$ cat src/hdl/hev_pkg.sv
package hev_pkg;

    // Command codes carried in the command field of a request word.
    localparam logic [2:0] CMD_TICK    = 3'd0;
    localparam logic [2:0] CMD_PLAY    = 3'd1;
    localparam logic [2:0] CMD_STOP    = 3'd2;
    localparam logic [2:0] CMD_WR_BYTE = 3'd3;
    localparam logic [2:0] CMD_SET_LEN = 3'd4;

    // Voice position advances by sixteen twenty-fifths of a window per tick.
    localparam logic [5:0] PHASE_STEP = 6'd16;
    localparam logic [5:0] PHASE_WRAP = 6'd25;
    localparam int unsigned DRIVE_MAX = 65535;

    // One request word.
    typedef struct packed {
        logic [2:0] command;
        logic [6:0] envelope_id;
        logic [1:0] motor_select;
        logic       loop_flag;
        logic [6:0] window_index;
        logic [7:0] amplitude_byte;
        logic [7:0] envelope_length;
    } req_word_t;

    // One result word.
    typedef struct packed {
        logic [15:0] left_drive;
        logic [15:0] right_drive;
        logic [4:0]  active_voices;
    } res_word_t;

    // Control passed from the voice walk to the mixing stage.
    typedef struct packed {
        logic       clear;
        logic       valid;
        logic [1:0] motor;
    } mix_ctl_t;

    typedef logic [255:0][15:0] drive_lut_t;

    // Builds the amplitude-to-drive table: 65535 * (30000 + 7 v^2) / 100000,
    // truncated and saturated at full scale.
    function automatic drive_lut_t drive_lut_build();
        drive_lut_t lut;
        longint unsigned num;
        for (int v = 0; v < 256; v++) begin
            num = 64'd30000 + 64'd7 * longint'(v) * longint'(v);
            if (num >= 64'd100000)
                lut[v] = 16'(DRIVE_MAX);
            else
                lut[v] = 16'((64'(DRIVE_MAX) * num) / 64'd100000);
        end
        return lut;
    endfunction

    localparam drive_lut_t DRIVE_LUT = drive_lut_build();

endpackage

$ cat src/hdl/hev_mix.sv
module hev_mix
    import hev_pkg::*;
(
    input  logic        clk,
    input  logic        rst_n,
    input  mix_ctl_t    ctl,
    input  logic [7:0]  amp,
    output logic [15:0] left,
    output logic [15:0] right
);

    logic [15:0] drive;
    logic [15:0] left_reg;
    logic [15:0] right_reg;

    // Map the envelope byte to a drive level.
    assign drive = DRIVE_LUT[amp];

    // Running maximum per motor; the heavy motor skips buzz-only voices and
    // the buzz motor skips heavy-only voices.
    always_ff @(posedge clk or negedge rst_n)
    begin
        if (!rst_n)
        begin
            left_reg  <= '0;
            right_reg <= '0;
        end
        else if (ctl.clear)
        begin
            left_reg  <= '0;
            right_reg <= '0;
        end
        else if (ctl.valid)
        begin
            if (ctl.motor != 2'd1 && drive > left_reg)
            begin
                left_reg <= drive;
            end
            if (ctl.motor != 2'd0 && drive > right_reg)
            begin
                right_reg <= drive;
            end
        end
    end

    assign left  = left_reg;
    assign right = right_reg;

endmodule

$ cat config.mk
export PLATFORM = sky130hd
export DESIGN_NAME = hev_mix
export DESIGN_NICKNAME = d
export VERILOG_FILES = /design/src/hdl/hev_pkg.sv /design/src/hdl/hev_mix.sv
export SDC_FILE = /design/constraint.sdc
export NUM_CORES = 1
export LEC_CHECK = 0
export ABC_AREA = 1
export BUFFER_PORTS_ARGS = -buffer_cell sky130_fd_sc_hd__clkbuf_2
export CAP_MARGIN = 5
export CORE_UTILIZATION = 55
export DETAILED_ROUTE_END_ITERATION = 6
export HOLD_SLACK_MARGIN = 0.15
export PLACE_DENSITY_LB_ADDON = 0.05
export SLEW_MARGIN = 20
export SYNTH_ARGS = -nofsm -noshare
export SYNTH_HDL_FRONTEND = slang
export SYNTH_SLANG_ARGS = --single-unit
$ cat constraint.sdc
create_clock -name clk -period 2.05 [get_ports clk]
set_input_delay 0.1025 -clock clk [delete_from_list [all_inputs] [get_ports clk]]
set_output_delay 0.1025 -clock clk [all_outputs]
set_load 0.02 [all_outputs]
==> results.sh <==
export IMPL_outcome="finished, violations left"
export IMPL_violations="DRC, setup timing"
export IMPL_wire_per_inst_um=21.3
export IMPL_slew_limit_headroom_pct=42.0
export IMPL_dieHeight_um=92.3
export IMPL_drv_cap=0
export IMPL_nets=1022
export IMPL_cellLeakagePower_uw=0.00353
export IMPL_synth_fp_nets=834
export IMPL_post_route_cell_area_um2=6780
export IMPL_ys_top_cells_by_area="nand2_1 21%, dfrtp_1 18%, ha_1 15%"
export IMPL_track_usage_pct=47.0
export IMPL_fillers=430
export IMPL_slowest_stage="nand2_1"
export IMPL_p_clk_share_pct=17.1
export IMPL_path_max_fanout=8
export IMPL_die_area_um2=8530
export IMPL_avgSynthCellArea_um2=5.85
export IMPL_cts_made_buffers=5
export IMPL_yosysUniqueCellTypes=32
export IMPL_reg2reg_slack_ps=-90
export IMPL_cts_tree="yes"
export IMPL_switchingPower_uw=1540
export IMPL_met1_usage_pct=58.3
export IMPL_max_freq_mhz=350
export IMPL_antenna_found_initial=0
export IMPL_multiInputGateArea_um2=3780
export IMPL_grt_pass1_wl_um=31000
export IMPL_synth_top_area_cell="nand2_1"
export IMPL_grt_max_degree=48
export IMPL_fin_ws_ps=-804
export IMPL_synth_async_reset_ratio_pct=100
export IMPL_critPathArrivalTime_ps=3080
export IMPL_overflow=0
export IMPL_use_met2_pct=74.3
export IMPL_clk_pin_slew_ps=80
export IMPL_ys_seq_elements=32
export IMPL_ys_warnings_count=0
export IMPL_power_internal_uw=1780
export IMPL_top_usage_layer="met2"
export IMPL_yosysSeqAreaShare_pct=17.8
export IMPL_skew_ps=7.47
export IMPL_finalCritPeriodShare_pct=139
export IMPL_syn_inst=767
export IMPL_drive_gt1_share_pct=37.9
export IMPL_start_util_pct=57.5
export IMPL_rsz0062_at_grt="yes"
export IMPL_grt_pass1_vias=6292
export IMPL_drt_iter0_drc=1295
export IMPL_final_cell_mix="214 x nand2_1, 149 x buf_4, 87 x nand3_1"
export IMPL_pwr_share_seq_pct=23.3
export IMPL_combPwrFrac_pct=59.6
export IMPL_yosys_area_top_type_share_pct=21.4
export IMPL_placed_area_um2=5870
export IMPL_postRouteWirelength_um=22500
export IMPL_synth_flop_cell="dfrtp_1"
export IMPL_hold_path_class="input port to register"
export IMPL_slew_violations=0
export IMPL_io_pins=46
export IMPL_met3_usage_pct=11.0
export IMPL_htree_num_levels=2
export IMPL_vias_per_cell=6.33
export IMPL_fp_row_count=32
export IMPL_synth_edf_count=0
export IMPL_cts_root_buffer="clkbuf_8"
export IMPL_sw_frac_of_total_pct=46.4
export IMPL_final_common_cell="nand2_1"
export IMPL_first_pass_iters=7
export IMPL_slowest_delay_ps=320
export IMPL_finalHoldViolCount=0
export IMPL_detail_route_antenna_nets=0
export IMPL_area_growth_pct=51.1
export IMPL_critPathRequiredTime_ps=2280
export IMPL_diodes=0
export IMPL_worst_slew_pin_slew_ps=870
export IMPL_dp_hpwl_um=13800
export IMPL_dp_slack_ps=-1080
export IMPL_vias=6693
export IMPL_clockBufferDepth=2
export IMPL_numPortBuffers=45
export IMPL_coreArea_um2=7810
export IMPL_globalplace_congestion=1.10
export IMPL_post_route_min_period_ps=2850
export IMPL_worst_setup_path_start_kind="input port"
export IMPL_crit_top_cell="nand2_1"
export IMPL_worst_setup_path_type="input port to register"
export IMPL_die_x_um=92.3
export IMPL_synth_area_um2=4490
export IMPL_endpoint_kind="register"
export IMPL_drc_errors=181
export IMPL_powerDensity_nw_per_um2=489
export IMPL_clk_latency_ps=300
export IMPL_cts_sinks=32
export IMPL_crit_path_cell_trace="buf_8 > clkinvlp_4 > ha_4 > nand2_1 > nand3_1 > nand3_1 > nand2_1 > nand2_1 > nand2_2 > inv_1 > ha_1 > nand2_1 > nor2_1 > and2_4 > nand3_4 > nand2_4 > a21oi_4 > buf_12 > nand3_1 > nand2_1"
export IMPL_ir_worst_vdd_mv=0.606
export IMPL_seq_area_um2=801
export IMPL_setup_viol=32
-- worst max-delay path, delay by kind of cell --
family	cells	cell delay (ps)
AND/OR/NAND/NOR	13	1660
buffers and inverters	4	590
AO/OA/AOI/OAI	1	220
adder cells (fa/ha/maj)	2	500
-- cell type report --
type / count / area share (%)
Inverter: 92 / 5.39
Timing Repair Buffer: 210 / 23.8
Multi-Input combinational cell: 614 / 55.7
Tap cell: 102 / 1.88
Sequential cell: 32 / 11.8
Clock buffer: 7 / 1.42
-- metal layers --
layer	up-vias	share of wire [%]
met3	219	14
li1	2850	-
met1	2972	35
met2	652	42
met4	0	8.1
met5	-	0
-- through the flow --
stage          std cells  setup TNS [ps]  total power [uW]  hold slack (ps)  util (%)
3_5_place_dp        1015          -32290              2250              231      75.2
6_report            1057          -23910              3310              199      86.9
3_3_place_gp        1015          -30090              2200              200      75.2
4_1_cts             1047          -14170              2960              199      82.5
2_1_floorplan        767           -9520              1680             -193         -
5_1_grt             1057          -26030              3430              234      86.9
-- power groups by stage --
stage,clock [uW],combinational (uW),sequential [uW]
floorplan,0,830,846
global placement,0,1440,767
detailed placement,0,1480,770
CTS,549,1650,761
global route,575,2080,774
finish,567,1980,772
-- logic make-up after synthesis --
logic type	synth area share, %
adders and majority gates	14.8
buffers and inverters	12.3
DFF	17.8
and+or+nand+nor	43.1
AOI/OAI and AO/OA	12.0
-- timing repair --
item,CTS,global route
resized for setup,68,63
endpoints found under the hold margin,32,0
setup buffers,23,9
setup endpoints to repair,32,32
hold buffers,1,0
pin swaps,40,56
cloned,1,1
-- path summary, 6_finish.rpt --
check / startpoint / end / depth (start not counted)
setup / recovery: amp[1] / right[2] / 20
hold / removal: ctl[3] / right[13] / 4
setup reg to reg: left[7] / left[2] / 11
hold reg to reg: right[12] / right[12] / 2
max in group asynchronous: rst_n / left[12] / 2
min in group asynchronous: rst_n / right[4] / 2
-- synth_stat cells, types with 2 or more instances --
library cell and n:
nand2_1 256, nor2_4 3, clkbuf_1 5, nand2_2 6
buf_2 12, inv_1 87, a21oi_1 44, buf_4 6
nand3_1 112, nor2_2 6, nor3_1 3, o21a_1 2
o21ai_0 35, nor2_1 65, ha_1 53, dfrtp_1 32
o211ai_1 3, inv_2 2, inv_4 2, o21ai_1 12
nand4_1 4, buf_6 7
(Power assumes the default switching activity.)
