## config.mk

```make
export PLATFORM = sky130hd
export DESIGN_NAME = hev_ram
export DESIGN_NICKNAME = d
export VERILOG_FILES = /design/src/hdl/hev_ram.sv
export SDC_FILE = /design/constraint.sdc
export NUM_CORES = 1
export LEC_CHECK = 0
export BUFFER_PORTS_ARGS = -buffer_cell sky130_fd_sc_hd__buf_2
export CORE_UTILIZATION = 49
export CTS_BUF_LIST = sky130_fd_sc_hd__clkbuf_8
export CTS_CLUSTER_DIAMETER = 40
export DETAILED_ROUTE_END_ITERATION = 16
export PLACE_DENSITY = 0.66
export RECOVER_POWER = 100
export REMOVE_ABC_BUFFERS = 1
export SYNTH_ARGS = -nofsm -noshare
export SYNTH_HDL_FRONTEND = slang
export SYNTH_SLANG_ARGS = --single-unit
```

## constraint.sdc

```tcl
create_clock -name clk -period 1.9 [get_ports clk]
set_clock_uncertainty 0.1 [all_clocks]
set_input_delay 0 -clock clk [delete_from_list [all_inputs] [get_ports clk]]
set_output_delay 0 -clock clk [all_outputs]
set_load 0.05 [all_outputs]
```

## src/hdl/hev_ram.sv

```systemverilog
module hev_ram
#(
    parameter int WIDTH = 8,
    parameter int DEPTH = 16
)
(
    input  logic                                  clk,
    input  logic                                  we,
    input  logic [(DEPTH > 1 ? $clog2(DEPTH) : 1)-1:0] waddr,
    input  logic [WIDTH-1:0]                      wdata,
    input  logic [(DEPTH > 1 ? $clog2(DEPTH) : 1)-1:0] raddr,
    output logic [WIDTH-1:0]                      rdata
);

    logic [WIDTH-1:0] mem [DEPTH];

    // One write port and one read port with registered read data.
    always_ff @(posedge clk)
    begin
        if (we)
        begin
            mem[waddr] <= wdata;
        end
        rdata <= mem[raddr];
    end

endmodule

```

==> summary.md, run 1 <==
| Metric | Value |
|---|---|
| Chip Width | 104 um |
| CTS tree | built |
| Hold-critical path depth | 4 |
| Leakage power | 0.00190 uW |
| Min Hold Slack | 0.0703 ns |
| Area delta synth->final | 15.0% |
| GR Overflow Total | 0 |
| Initial core utilization | 0.503 |
| Row count | 37 |
| Port bufs | 25 |
| Crit path capture type | register |
| Syn Area/Cell | 22.5 um^2 |
| Final Net Count | 309 |
| DRT Pass-1 Iters | 6 |
| Slew at the pin closest to its max-slew limit | 0.760 ns |
| Vias in the first global route | 2487 |
| Yosys top cell area share | 0.747 |
| Worst setup SP type | register |
| Register area share after synthesis | 0.778 |
| Final setup fails | 0 |
| Largest net degree at the start of global routing | 33 |
| Clock sinks | 136 |
| Deepest clock path buffer count | 2 |
| Asr flop ratio synth | 0 |
| Via Count | 2407 |
| WS Path Type | reg2reg |
| Pins over their slew limit | 0 |
| Drt total wl | 9260 um |
| Number of vias per cell | 5.47 |
| R2R Path Start | mem[5][0] |
| Largest area contributor in the netlist | edfxtp_1 |
| Max-cap viol count | 0 |
| Mapped Area | 5150 um^2 |
| HP Class | in2reg |
| DIE HEIGHT | 104 um |
| Final hold violation count | 0 |
| Peak VDD IR | 410 uV |
| Final Cycle Share | 0.773 |
| H-tree depth | 4 |
| First-pass GRT wire length | 14100 um |
| Run status | complete, no violations |
| Root buf cell | clkbuf_8 |
| CTS Buf Count | 17 |
| ANT cells | 0 |
| FF-to-FF path depth | 3 |
| Worst EP arrival | 1.66 ns |
| Die area | 10900 um^2 |
| Synth cell types | 19 |
| Tmin final | 1.47 ns |
| R2R Path End | rdata[0] |
| Main synth FF type | edfxtp_1 |
| Worst Path Max Fanout | 1 |
| Routed WL per cell | 21.0 um |
| Fillers | 790 |
| Synth area leaders | edfxtp_1 75%, mux4_2 7.9%, mux4_1 7.1%, dfxtp_1 3.1%, a22oi_1 2.3% |
| Unrepaired setup endpoints after global routing | no |
| Clk_lat worst skew | 0.42 ns |
| Synth Register Bits | 136 |
| Antenna-violating nets left | 0 |
| Post-synth EDFFs | 128 |
| TNS Setup | 0 ns |
| CTS resizes | 0 |
| Max_slew headroom | 0.494 |
| Cell count after synthesis | 229 |
| Count leader, synth | edfxtp_1 |
| Gpl congestion | 0.695 |
| Initial antenna violation count | 0 |
| Final HPWL DP | 5860 um |
| Final core occ | 0.579 |
| Clk pin slew, worst setup/hold paths | 0.07 ns |
| Initial drt markers | 151 |
| Fmax | 681 MHz |
| Fraction of layout cells with a size suffix above 1 | 0.191 |
| Pwr dens | 1010 nW/um^2 |
| Post-CTS setup buffers | 0 |
| Number of remaining DRC errors | 0 |
| Commonest cells in the netlist | 128 x edfxtp_1, 18 x mux4_2, 16 x a22oi_1 |
| Hold Crit Endpoint | rdata[3] |
| Num ports | 26 |
| Reg2Reg Setup Slack | 0.43 ns |
| Min-delay src | raddr[3] |
| Ys Warns | 0 |
| Core ar. | 10200 um^2 |
| Worst Path Required | 2.10 ns |
| GRT Overall Usage | 0.185 |
routing by layer:
metal | global-route usage | share of wire | vias up
li1 | - | - | 1094
met1 | 0.249 | 0.44 | 1242
met2 | 0.290 | 0.50 | 63
met3 | 0.0514 | 0.052 | 8
met4 | 0.0694 | 0.0094 | 0
met5 | 0 | 0 | -
per-stage QoR:
step	instance area, um^2	total power, uW	cells	worst slack (ns)
final	5920	6010	440	0.432
after global routing	5920	6200	440	0.368
after CTS	6000	6070	440	0.444
after detailed placement	5530	3820	400	0.330
after global placement	5530	3800	400	0.345
after floorplan	5060	3640	219	0.307
flip-flops by register name, indices dropped and copies added, names as in the netlist:
name	flops
mem	128
rdata	8
placed cells by master (no fill, tap or decap), types with 5 or more instances in the layout:
cell and n:
buf_2 5, nor2_1 13, mux4_2 18, a22oi_1 16
mux4_1 14, dlygate4sd3_1 8, dfxtp_1 8, clkinvlp_4 6
nand2_1 9, clkbuf_1 36, clkbuf_8 19, edfxtp_1 128
power by group:
group	total (uW)	switching [uW]	internal (uW)
Sequential	3380	23.2	3350
Clock	2260	1040	1220
Combinational	369	237	133
Total	6010	1300	4710
critical path, cell delays in order, from the launching register on:
cell,delay [ns]
edfxtp_1,0.37
mux4_1,0.53
a22oi_1,0.24
nand2_1,0.10
repair_timing:
item / 4_1_cts / 5_1_grt
endpoints found under the setup margin: 0 / 0
hold endpoints to repair: 128 / 0
hold buffers: 8 / 0
kinds of logic (layout without fill, tap and decap cells):
logic type	Yosys count	count (layout)	share of synthesized area
buf+inv	10	85	0.0168
compound gates	16	16	0.0233
mux	32	32	0.150
flops	136	136	0.778
simple gates	35	35	0.0318
how the worst max path moves through the flow:
stage / from / to / slack, ns / depth (start not counted)
after global placement: raddr[0] / rdata[4] / 0.34 / 5
after floorplan: waddr[2] / mem[0][0] / 0.31 / 2
after global routing: mem[3][4] / rdata[4] / 0.37 / 3
after detailed placement: raddr[0] / rdata[2] / 0.33 / 5
final: mem[5][0] / rdata[0] / 0.43 / 3
after CTS: mem[5][0] / rdata[0] / 0.44 / 3
area by class of cell:
| cell class | count | area (um^2) | area share |
|---|---|---|---|
| multi-input combinational | 83 | 1060 | 0.179 |
| tap | 136 | 170 | 0.0287 |
| timing repair buffer | 53 | 295 | 0.0499 |
| clock buffer | 19 | 262 | 0.0442 |
| clock inverter | 13 | 131 | 0.0222 |
| sequential | 136 | 4000 | 0.676 |
Note: power is estimated with default switching activity, not from simulation.
==> run 2, diff against run 1 <==
Clock period 1.9 ns to 1.4 ns, I/O delays scaled along.
==> summary.md, run 2 (synthesized netlist as in run 1, its figures left out) <==
| Metric | Value |
|---|---|
| Chip Width | 104 um |
| Via Count | 2444 |
| First-pass GRT wire length | 14300 um |
| Run status | complete, no violations |
| Antenna-violating nets left | 0 |
| Comb power frac | 0.067 |
| Max_slew headroom | 0.468 |
| Drt total wl | 9230 um |
| HP Class | in2reg |
| GRT Overall Usage | 0.186 |
| DRT Pass-1 Iters | 4 |
| Hold-critical path depth | 4 |
| Worst Path Max Fanout | 1 |
| ANT cells | 0 |
| Leakage power | 0.00190 uW |
| Clock share of power | 0.363 |
| Int Pwr | 6160 uW |
| Largest regs | mem x128, rdata x8 |
| Min Hold Slack | 0.0492 ns |
| Clock sinks | 136 |
| Deepest clock path buffer count | 2 |
| DIE HEIGHT | 104 um |
| CTS tree | built |
| Fmax | 726 MHz |
| Switching share of power | 0.233 |
| Num ports | 26 |
| Final hold violation count | 0 |
| Final HPWL DP | 5930 um |
| Slew at the pin closest to its max-slew limit | 0.796 ns |
| WS Path Type | reg2reg |
| Unrepaired setup endpoints after global routing | yes |
| Worst EP arrival | 1.59 ns |
| Most frequent cells in the layout | 128 x edfxtp_1, 27 x clkbuf_1, 26 x mux4_2 |
| Worst setup SP type | register |
| Core ar. | 10200 um^2 |
| Pwr dens | 1350 nW/um^2 |
| Reg power frac | 0.570 |
| Final Cycle Share | 0.984 |
| Number of remaining DRC errors | 0 |
| Peak VDD IR | 561 uV |
| Crit path cell chain | mux4_2 > a22oi_2 > nand2_1 |
| CTS Buf Count | 17 |
| Slowest CP cell | mux4_2 |
| Final setup fails | 0 |
| Clk_lat worst skew | 0.43 ns |
| Gpl congestion | 0.705 |
| Crit path capture type | register |
| Largest net degree at the start of global routing | 33 |
| Clk pin slew, worst setup/hold paths | 0.08 ns |
| Tmin final | 1.38 ns |
| Routed WL per cell | 20.8 um |
| Area delta synth->final | 15.4% |
| Initial drt markers | 137 |
| Fraction of layout cells with a size suffix above 1 | 0.282 |
| H-tree depth | 4 |
| Switch Pwr | 1870 uW |
| PnR worst setup slack | 0.0228 ns |
| Number of vias per cell | 5.50 |
| Die area | 10900 um^2 |
| Root buf cell | clkbuf_8 |
| GR Overflow Total | 0 |
| Largest Register | mem |
| Vias in the first global route | 2560 |
| Most common cell after layout, fill and taps aside | edfxtp_1 |
| Initial antenna violation count | 0 |
| Initial core utilization | 0.503 |
| Final Net Count | 313 |
| Port bufs | 25 |
| Slowest cell delay on critical path | 0.50 ns |
| Pins over their slew limit | 0 |
| FF-to-FF path depth | 3 |
| Post-CTS setup buffers | 0 |
| Worst Path Required | 1.62 ns |
| Number of flip-flops in the largest register | 128 |
| Place WS | -0.144 ns |
| Row count | 37 |
| Max-cap viol count | 0 |
-- run 2: cell count changes in the layout (fill, tap and decap cells not counted), moves of 2 or more --
| cell | before | now |
|---|---|---|
| clkbuf_8 | 19 | 17 |
| buf_4 | 2 | 4 |
| clkbuf_2 | 0 | 8 |
| inv_6 | 0 | 5 |
| a22oi_1 | 16 | 7 |
| clkbuf_1 | 36 | 27 |
| mux4_2 | 18 | 26 |
| buf_2 | 5 | 8 |
| mux4_1 | 14 | 6 |
| a22oi_2 | 0 | 9 |
-- run 2: layout make-up --
class                           count  area, um^2
Clock buffer                       17         234
Clock inverter                     15         128
Fill cell                         786        4290
Multi-Input combinational cell     83        1070
Sequential cell                   136        4000
Tap cell                          136         170
Timing Repair Buffer               57         332
-- run 2: worst paths after layout --
| path | endpoint | slack, ns | start |
|---|---|---|---|
| worst max register to register | rdata[1] | 0.02 | mem[10][1] |
| worst min-delay path | rdata[3] | 0.05 | raddr[2] |
| worst max-delay path | rdata[1] | 0.02 | mem[10][1] |
| worst min register to register | rdata[4] | 0.58 | mem[8][4] |
-- run 2: repair_timing --
item                                    in CTS  in global routing
endpoints found under the setup margin       3                  7
pin swaps                                    1                  1
hold endpoints to repair                   128                  0
resized for setup                            4                 13
hold buffers                                 8                  0
-- run 2: worst max-delay path, delay by kind of cell, from the launching register on --
kind            cells  cell delay [ns]
flops               1             0.39
mux                 1             0.50
compound gates      1             0.21
simple gates        1             0.06
-- run 2: routing by layer --
layer  part of all wire  routed length, um  up-vias  track usage
met5                  0                  0        -            0
met4              0.013                121        0       0.0827
met3              0.060                551       13       0.0495
met2               0.48               4400       81        0.282
met1               0.45               4150     1257        0.256
li1                   -                  -     1093            -
-- run 2: per-stage QoR --
stage | util | TNS (ns) | instance area, um^2 | total power, uW | instances
2_1_floorplan | - | -1.54 | 5060 | 4930 | 219
3_3_place_gp | 0.544 | -0.484 | 5560 | 5180 | 404
3_5_place_dp | 0.544 | -0.460 | 5560 | 5190 | 404
4_1_cts | 0.588 | 0 | 6010 | 8090 | 444
5_1_grt | 0.581 | -0.0550 | 5940 | 8320 | 444
6_report | 0.581 | 0 | 5940 | 8030 | 444
-- run 2: power groups by stage --
stage	registers [uW]	clock network, uW	logic, uW
after floorplan	4750	0	182
after detailed placement	4670	0	520
after global routing	4590	3150	579
after CTS	4570	2980	544
after global placement	4660	0	513
final	4580	2910	539
